File: src/rtl/zmf_pkg.sv
`timescale 1ns / 1ps

package zmf_pkg;

    // window and zone geometry
    localparam int WINDOW = 9;
    localparam int ZONES  = 64;
    localparam int RANK   = WINDOW / 2;
    localparam int DEPTH  = WINDOW * ZONES;

    // field widths
    localparam int ZONE_W = 6;
    localparam int DIST_W = 12;
    localparam int STAT_W = 8;
    localparam int LIM_W  = 9;
    localparam int VAL_W  = 8;

    // derived widths
    localparam int SLOT_W = $clog2(WINDOW);
    localparam int CNT_W  = $clog2(WINDOW + 1);
    localparam int ADDR_W = $clog2(DEPTH);
    localparam int BIT_W  = (VAL_W > 1) ? $clog2(VAL_W) : 1;

    localparam logic [LIM_W-1:0] CLAMP_RESET = LIM_W'(510);

    // input beat
    typedef struct packed {
        logic [ZONE_W-1:0] zone;
        logic [DIST_W-1:0] distance_in;
        logic [STAT_W-1:0] tgt_status;
        logic              frame_end;
    } t_zmf_in;

    // output beat
    typedef struct packed {
        logic [ZONE_W-1:0] zone_out;
        logic [VAL_W-1:0]  median_value;
        logic              median_valid;
    } t_zmf_out;

    // history write request
    typedef struct packed {
        logic              en;
        logic [SLOT_W-1:0] slot;
        logic [ZONE_W-1:0] zone;
        logic [VAL_W-1:0]  data;
    } t_zmf_wr;

    // history read stream
    typedef struct packed {
        logic             valid;
        logic [VAL_W-1:0] data;
    } t_zmf_rd;

    // population count over the window
    function automatic logic [CNT_W-1:0] count_ones(input logic [WINDOW-1:0] v);
        logic [CNT_W-1:0] n;
        n = '0;
        for (int i = 0; i < WINDOW; i++) begin
            n = n + CNT_W'(v[i]);
        end
        return n;
    endfunction

endpackage

File: src/rtl/zone_temporal_median_filter_unit.sv
`timescale 1ns / 1ps
// an in-range beat is written to the history, its zone is swept into the select unit, and
//   the median, resolved bit-serially, goes to the output register once that is free; one
//   beat at a time is in work, paced by the one-word-per-cycle history sweep (WINDOW reads)
//   and the bit-serial median (one result bit per cycle); out-of-range zones skip history
// reset: synchronous active low; clears slot, frame count, control and output valid,
//   loads clamp_limit with 510; history contents stay undefined until written

module zone_temporal_median_filter_unit
    import zmf_pkg::*;
(
    input  logic             i_clk,
    input  logic             i_rst_n,
    input  logic             i_in_valid,
    output logic             o_in_ready,
    input  t_zmf_in          i_in_data,
    output logic             o_out_valid,
    input  logic             i_out_ready,
    output t_zmf_out         o_out_data,
    input  logic             i_cfg_we,
    input  logic [LIM_W-1:0] i_cfg_wdata
);

    typedef enum logic [2:0] {
        S_IDLE = 3'b001,
        S_WORK = 3'b010,
        S_PUSH = 3'b100
    } t_state;

    t_state            r_state;
    logic [LIM_W-1:0]  r_clamp_limit;
    logic [SLOT_W-1:0] r_slot;
    logic [CNT_W-1:0]  r_frames;
    logic [ZONE_W-1:0] r_zone;
    logic              r_mvalid;
    logic [VAL_W-1:0]  r_med;
    logic              r_out_valid;
    t_zmf_out          r_out_data;

    logic              accept;
    logic              in_range;
    logic              reject;
    logic [LIM_W-1:0]  clamped;
    t_zmf_wr           wr;
    t_zmf_rd           rd;
    logic              sel_done;
    logic [VAL_W-1:0]  sel_median;

    assign o_in_ready = (r_state == S_IDLE);
    assign accept     = i_in_valid && o_in_ready;
    assign in_range   = ({1'b0, i_in_data.zone} < (ZONE_W + 1)'(ZONES));

    // clamp on limit or missing target, then halve
    assign reject  = (i_in_data.distance_in > DIST_W'(r_clamp_limit))
                  || (i_in_data.tgt_status == '0);
    assign clamped = reject ? r_clamp_limit : i_in_data.distance_in[LIM_W-1:0];

    assign wr.en   = accept && in_range;
    assign wr.slot = r_slot;
    assign wr.zone = i_in_data.zone;
    assign wr.data = clamped[LIM_W-1:1];

    zmf_history u_history (
        .i_clk   (i_clk),
        .i_rst_n (i_rst_n),
        .i_wr    (wr),
        .i_start (wr.en),
        .i_zone  (i_in_data.zone),
        .o_rd    (rd)
    );

    zmf_select u_select (
        .i_clk    (i_clk),
        .i_rst_n  (i_rst_n),
        .i_rd     (rd),
        .o_done   (sel_done),
        .o_median (sel_median)
    );

    // clamp limit register
    always_ff @(posedge i_clk) begin
        if (!i_rst_n) begin
            r_clamp_limit <= CLAMP_RESET;
        end else if (i_cfg_we) begin
            r_clamp_limit <= i_cfg_wdata;
        end
    end

    // ring slot and completed frame count
    always_ff @(posedge i_clk) begin
        if (!i_rst_n) begin
            r_slot   <= '0;
            r_frames <= '0;
        end else if (accept && i_in_data.frame_end) begin
            r_slot <= (r_slot == SLOT_W'(WINDOW - 1)) ? '0 : r_slot + SLOT_W'(1);
            if (r_frames < CNT_W'(WINDOW)) begin
                r_frames <= r_frames + CNT_W'(1);
            end
        end
    end

    // per-beat result holding
    always_ff @(posedge i_clk) begin
        if (accept) begin
            r_zone   <= i_in_data.zone;
            r_mvalid <= in_range && (r_frames >= CNT_W'(WINDOW - 1));
            r_med    <= '0;
        end else if (r_state == S_WORK && sel_done) begin
            r_med <= sel_median;
        end
    end

    // control sequence
    always_ff @(posedge i_clk) begin
        if (!i_rst_n) begin
            r_state <= S_IDLE;
        end else begin
            unique case (r_state)
                S_IDLE: begin
                    if (accept) begin
                        r_state <= in_range ? S_WORK : S_PUSH;
                    end
                end
                S_WORK: begin
                    if (sel_done) begin
                        r_state <= S_PUSH;
                    end
                end
                S_PUSH: begin
                    if (!r_out_valid || i_out_ready) begin
                        r_state <= S_IDLE;
                    end
                end
                default: r_state <= S_IDLE;
            endcase
        end
    end

    // output register
    always_ff @(posedge i_clk) begin
        if (!i_rst_n) begin
            r_out_valid <= 1'b0;
        end else if (r_state == S_PUSH && (!r_out_valid || i_out_ready)) begin
            r_out_valid <= 1'b1;
        end else if (i_out_ready) begin
            r_out_valid <= 1'b0;
        end
    end

    always_ff @(posedge i_clk) begin
        if (r_state == S_PUSH && (!r_out_valid || i_out_ready)) begin
            r_out_data.zone_out     <= r_zone;
            r_out_data.median_value <= r_med;
            r_out_data.median_valid <= r_mvalid;
        end
    end

    assign o_out_valid = r_out_valid;
    assign o_out_data  = r_out_data;

endmodule

File: src/rtl/zmf_history.sv
`timescale 1ns / 1ps

module zmf_history
    import zmf_pkg::*;
(
    input  logic              i_clk,
    input  logic              i_rst_n,
    input  t_zmf_wr           i_wr,
    input  logic              i_start,
    input  logic [ZONE_W-1:0] i_zone,
    output t_zmf_rd           o_rd
);

    logic [VAL_W-1:0]  r_mem [DEPTH];
    logic [ADDR_W-1:0] wr_addr;
    logic [ADDR_W-1:0] r_addr;
    logic [SLOT_W-1:0] r_cnt;
    logic              r_busy;
    logic              r_rd_valid;
    logic [VAL_W-1:0]  r_rd_data;

    // slot-major address of the entry being written
    assign wr_addr = ADDR_W'(i_wr.slot) * ADDR_W'(ZONES) + ADDR_W'(i_wr.zone);

    // history write
    always_ff @(posedge i_clk) begin
        if (i_wr.en) begin
            r_mem[wr_addr] <= i_wr.data;
        end
    end

    // registered read of the sweep address
    always_ff @(posedge i_clk) begin
        if (r_busy) begin
            r_rd_data <= r_mem[r_addr];
        end
    end

    // sweep over all slots of one zone, one word per cycle
    always_ff @(posedge i_clk) begin
        if (!i_rst_n) begin
            r_busy     <= 1'b0;
            r_rd_valid <= 1'b0;
            r_cnt      <= '0;
            r_addr     <= '0;
        end else begin
            r_rd_valid <= r_busy;
            if (i_start) begin
                r_busy <= 1'b1;
                r_cnt  <= '0;
                r_addr <= ADDR_W'(i_zone);
            end else if (r_busy) begin
                r_addr <= r_addr + ADDR_W'(ZONES);
                r_cnt  <= r_cnt + SLOT_W'(1);
                if (r_cnt == SLOT_W'(WINDOW - 1)) begin
                    r_busy <= 1'b0;
                end
            end
        end
    end

    assign o_rd.valid = r_rd_valid;
    assign o_rd.data  = r_rd_data;

endmodule

File: src/rtl/zmf_select.sv
`timescale 1ns / 1ps

module zmf_select
    import zmf_pkg::*;
(
    input  logic             i_clk,
    input  logic             i_rst_n,
    input  t_zmf_rd          i_rd,
    output logic             o_done,
    output logic [VAL_W-1:0] o_median
);

    logic [VAL_W-1:0]  r_word [WINDOW];
    logic [WINDOW-1:0] r_live;
    logic [SLOT_W-1:0] r_rank;
    logic [SLOT_W-1:0] r_ld_cnt;
    logic [BIT_W-1:0]  r_bit;
    logic              r_busy;
    logic              r_done;
    logic [VAL_W-1:0]  r_med;

    logic [WINDOW-1:0] msb;
    logic [CNT_W-1:0]  zeros;
    logic              ans_bit;
    logic [WINDOW-1:0] n_live;
    logic [SLOT_W-1:0] n_rank;

    // current top bit of every word and the tied words that show a zero
    always_comb begin
        for (int i = 0; i < WINDOW; i++) begin
            msb[i] = r_word[i][VAL_W-1];
        end
        zeros   = count_ones(r_live & ~msb);
        ans_bit = !(CNT_W'(r_rank) < zeros);
        if (ans_bit) begin
            n_live = r_live & msb;
            n_rank = SLOT_W'(CNT_W'(r_rank) - zeros);
        end else begin
            n_live = r_live & ~msb;
            n_rank = r_rank;
        end
    end

    // word shift line: load from the history stream, then shift one bit a step
    always_ff @(posedge i_clk) begin
        if (i_rd.valid) begin
            r_word[0] <= i_rd.data;
            for (int i = 1; i < WINDOW; i++) begin
                r_word[i] <= r_word[i-1];
            end
        end else if (r_busy) begin
            for (int i = 0; i < WINDOW; i++) begin
                r_word[i] <= {r_word[i][VAL_W-2:0], 1'b0};
            end
        end
    end

    // msb-first rank selection
    always_ff @(posedge i_clk) begin
        if (!i_rst_n) begin
            r_ld_cnt <= '0;
            r_busy   <= 1'b0;
            r_done   <= 1'b0;
            r_bit    <= '0;
            r_live   <= '0;
            r_rank   <= '0;
        end else begin
            r_done <= 1'b0;
            if (i_rd.valid) begin
                if (r_ld_cnt == SLOT_W'(WINDOW - 1)) begin
                    r_ld_cnt <= '0;
                    r_busy   <= 1'b1;
                    r_bit    <= '0;
                    r_live   <= '1;
                    r_rank   <= SLOT_W'(RANK);
                end else begin
                    r_ld_cnt <= r_ld_cnt + SLOT_W'(1);
                end
            end else if (r_busy) begin
                r_live <= n_live;
                r_rank <= n_rank;
                r_bit  <= r_bit + BIT_W'(1);
                if (r_bit == BIT_W'(VAL_W - 1)) begin
                    r_busy <= 1'b0;
                    r_done <= 1'b1;
                end
            end
        end
    end

    // answer bits arrive msb first and shift in at the lsb
    always_ff @(posedge i_clk) begin
        if (r_busy && !i_rd.valid) begin
            r_med <= {r_med[VAL_W-2:0], ans_bit};
        end
    end

    assign o_done   = r_done;
    assign o_median = r_med;

endmodule

File: config.mk
export PLATFORM = sky130hd
export DESIGN_NAME = zone_temporal_median_filter_unit
export DESIGN_NICKNAME = d
export VERILOG_FILES = /design/src/rtl/zmf_pkg.sv /design/src/rtl/zone_temporal_median_filter_unit.sv /design/src/rtl/zmf_history.sv /design/src/rtl/zmf_select.sv
export SDC_FILE = /design/constraint.sdc
export NUM_CORES = 2
export LEC_CHECK = 0
export BUFFER_PORTS_ARGS = -buffer_cell sky130_fd_sc_hd__buf_2
export CORE_MARGIN = 2
export CORE_UTILIZATION = 50
export DETAILED_ROUTE_END_ITERATION = 12
export GPL_ROUTABILITY_DRIVEN = 1
export PLACE_DENSITY = 0.7
export SETUP_SLACK_MARGIN = 0.2
export SLEW_MARGIN = 20
export SYNTH_ARGS = -nofsm -noshare
export SYNTH_HDL_FRONTEND = slang
export SYNTH_HIERARCHICAL = 1
export SYNTH_MEMORY_MAX_BITS = 65536
export SYNTH_SLANG_ARGS = --single-unit
File: constraint.sdc
create_clock -name i_clk -period 59.2 [get_ports i_clk]
set_input_delay 5.92 -clock i_clk [delete_from_list [all_inputs] [get_ports i_clk]]
set_output_delay 5.92 -clock i_clk [all_outputs]
set_load 0.03 [all_outputs]
==> out/qor.yml <==
rsz0062_at_grt: "false"
endpoint_kind: "register"
synth_enable_flop_cells: 4718
hold_end: "o_out_data[13]"
drc: 0
p_int_mw: 5.62
route.met2.wl_um: 236000
setup_viol: 0
antenna_found_initial: 50
p_switching_mw: 1.63
place_congestion: 0.931
finalCritPeriodShare_pct: 17.9
die_x_um: 616
io_buffers: 57
r2r-end: "u_history/r_rd_data[3]"
grt_pass1_vias: 94200
met1_length_um: 183000
ys_seq_area_share_pct: 76.4
cts_tree: "done"
crit_slowest_cell: "buf_4"
cts_hold_buffers: 0
highest_layer: "met5"
pwr-share-clk_pct: 40.3
path_cells: "buf_2 > ha_1 > nand3_1 > or2_0 > a22o_1 > and2_4 > o311ai_4 > buf_4 > buf_4 > buf_4 > buf_4 > buf_4"
rrSetupSlack_ns: 51.52
dieHeight_um: 616
cts_sinks: 4785
switching_share_pct: 22.4
layout-drive-gt1-share_pct: 23.1
ir_worst_vdd_uv: 25.3
worst_slew_pin_slew_ns: 1.62
drt_iter0_drc: 15400
async_flop_share_pct: 0
yosys_most_used_dff: "edfxtp_1"
dr.pass1.iters: 8
area_delta_synth_final_pct: 11.2
dr_total_vias: 97400
ant_nets: 0
cts.clk_slew.worst_paths_ns: 0.06
post-cts-setup-buffers: 0
initial_core_util_pct: 50.2
fmax_ghz: 0.0943
status: "finished, violations left"
yosys_register_bits: 4785
worstHoldPathCells: 0
pwr_density_cell_nw_per_um2: 34.8
leakagePower_nw: 62.9
pwr-share-comb_pct: 7.0
skew_ns: 0.0869
r2r-start: "u_history/r_addr[2]"
hp-class: "reg2reg"
seq_power_share_pct: 52.7
synthDistinctLibCells: 93
clockRootBuffer: "clkbuf_16"
worstSetupPathType: "in2reg"
coreArea_um2: 372000
synthCells: 9088
hp-start: "r_zone[4]"
rows: 224
wl_per_cell_um: 34.7
drt-total-wl_um: 510000
cts_resized: 0
path_delay_family: "buffers and inverters"
fin_total_pwr_mw: 7.25
start_kind: "input port"
hpwlAfterDp_um: 307000
crit_fanout: 70
clk_latency_ns: 1.04
critPathMaxStageDelay_ns: 0.75
cts_inserted_buffers: 457
wl_met3_um: 66600
syn_nets: 9162
period_needed_ns: 10.61
nets: 9359
cp_data_required_time_ns: 59.90
slew_headroom_pct: -8.73
grt_max_degree: 201
arrival_ns: 11.31
final_hold_viol_count: 0
die-area_um2: 379000
fin_setup_tns_ns: 0
maxCapViolCount: 1
io_pins: 58
crit_buf_inv: 6
syn-cell-area_um2: 187000
ys_warn_count: 6
violations: "max-capacitance violations, max-slew violations"
reg2regPathDepth: 11
clk_path_buf_depth: 4
grt_usage_pct: 26.6
grt_overflow: 0
cpMostUsedCell: "buf_4"
htree_levels: 5
slew_violations: 6
synth.avg_cell_area_um2: 20.6
vias_per_cell: 6.62
grt_pass1_wl_um: 717000
## layout by cell type (no fill, tap or decap), types with 51 or more instances in the layout
master     netlist  final
mux2i_1        325    325
o221ai_1        63     63
clkinv_2         0     96
diode_2          0     51
bufinv_16        0     53
o21ai_0         75     74
clkbuf_16        0    463
o22ai_1         68     68
clkbuf_1       202     84
nand2_1        531    521
nand3_1         92     72
mux4_2        1147   1147
a21oi_1         81     81
a22oi_1         60     60
buf_2          167     57
edfxtp_1      4718   4718
nor2_1         671    665
clkinv_1         2    101
dfxtp_1         67     60
buf_4           72    229
## flip-flops by register name, summed over array words and instances, names as in the netlist, 3 cells and up
register / cells
u_select/o_median: 8
r_clamp_limit: 9
u_select/r_live: 9
u_select/r_ld_cnt: 4
u_history/r_addr: 10
u_history/r_cnt: 4
r_slot: 4
r_frames: 4
u_select/r_bit: 3
u_history/r_mem: 4608
u_select/r_word: 72
u_select/r_rank: 4
o_out_data: 15
r_med: 8
r_state: 3
u_history/r_rd_data: 8
r_zone: 6
## cells in the mapped netlist (35+ instances only)
master | instances | area share (%)
edfxtp_1 | 4718 | 76
mux4_2 | 1147 | 14
nor2_1 | 671 | 1.3
nand2_1 | 531 | 1.1
mux2i_1 | 325 | 1.7
clkbuf_1 | 202 | 0.41
buf_2 | 167 | 0.45
nand3_1 | 92 | 0.25
a21oi_1 | 81 | 0.22
o21ai_0 | 75 | 0.20
buf_4 | 72 | 0.29
o22ai_1 | 68 | 0.23
dfxtp_1 | 67 | 0.72
buf_6 | 64 | 0.39
o221ai_1 | 63 | 0.29
a22oi_1 | 60 | 0.24
buf_1 | 53 | 0.11
a31oi_1 | 45 | 0.15
nor3_1 | 45 | 0.12
and2_1 | 44 | 0.15
inv_1 | 35 | 0.070
## power groups by stage
stage          Sequential (mW)  Clock, mW  Combinational [mW]
6_report                  3.82       2.92               0.508
3_5_place_dp              3.89          0               0.499
2_1_floorplan             4.07          0               0.291
4_1_cts                   3.82       2.95               0.500
5_1_grt                   3.82       3.08               0.525
3_3_place_gp              3.89          0               0.486
## per-stage QoR
| step | hold WS, ns | cell area, µm² | instances | setup slack, ns | utilization [%] |
|---|---|---|---|---|---|
| 2_1_floorplan | 0.400 | 187000 | 9088 | 23.89 | - |
| 3_3_place_gp | 0.407 | 193000 | 13800 | 47.89 | 51.8 |
| 3_5_place_dp | 0.406 | 193000 | 13800 | 47.63 | 51.8 |
| 4_1_cts | 0.404 | 208000 | 14700 | 48.71 | 55.8 |
| 5_1_grt | 0.418 | 208000 | 14700 | 48.37 | 55.9 |
| 6_report | 0.391 | 208000 | 14700 | 48.59 | 55.9 |
## worst register-to-register path, delay by kind of cell, from the launching register on
kind                   cells  cell delay (ns)
flip-flops                 1             0.88
AO/OA/AOI/OAI              3             1.96
buffers and inverters      4             3.05
AND/OR/NAND/NOR            1             0.54
multiplexers               3             0.79
## kinds of logic (layout without fill, tap and decap cells)
group	Yosys count	in the layout	share of synthesized area [%]
AOI/OAI and AO/OA	602	602	2.29
xor gates and xnor gates	23	23	0.108
adders and majority gates	33	33	0.245
buffers and inverters	601	1196	1.75
DFF	4785	4785	76.4
muxes	1483	1483	15.6
other	0	51	0
and+or+nand+nor	1561	1561	3.57
## layer usage
layer | GRT usage (%) | up-vias
met4 | 12.2 | 18
met5 | 0 | -
met1 | 36.1 | 51000
li1 | - | 37900
met3 | 7.64 | 1140
met2 | 40.0 | 7328
## layout make-up
| type | instances | area, µm² |
|---|---|---|
| Fill cell | 26900 | 164000 |
| Sequential cell | 4785 | 143000 |
| Multi-Input combinational cell | 3702 | 41300 |
| Clock buffer | 547 | 11900 |
| Tap cell | 4972 | 6220 |
| Clock inverter | 310 | 3060 |
| Timing Repair Buffer | 300 | 2280 |
| Inverter | 39 | 173 |
| Antenna cell | 51 | 128 |
## worst max path at each step
stage | endpoint | slack (ns) | startpoint | depth (start not counted)
after detailed placement | u_history/r_mem[145][0] | 47.63 | i_in_data[15] | 12
final | u_history/r_mem[158][0] | 48.59 | i_in_data[15] | 12
after CTS | u_history/r_mem[163][0] | 48.71 | i_in_data[15] | 12
after global routing | u_history/r_mem[153][0] | 48.37 | i_in_data[15] | 12
after global placement | u_history/r_mem[154][0] | 47.89 | i_in_data[16] | 12
after floorplan | u_history/r_mem[0][3] | 23.89 | i_in_data[16] | 7
No activity file was read; power rests on OpenSTA's default activity.
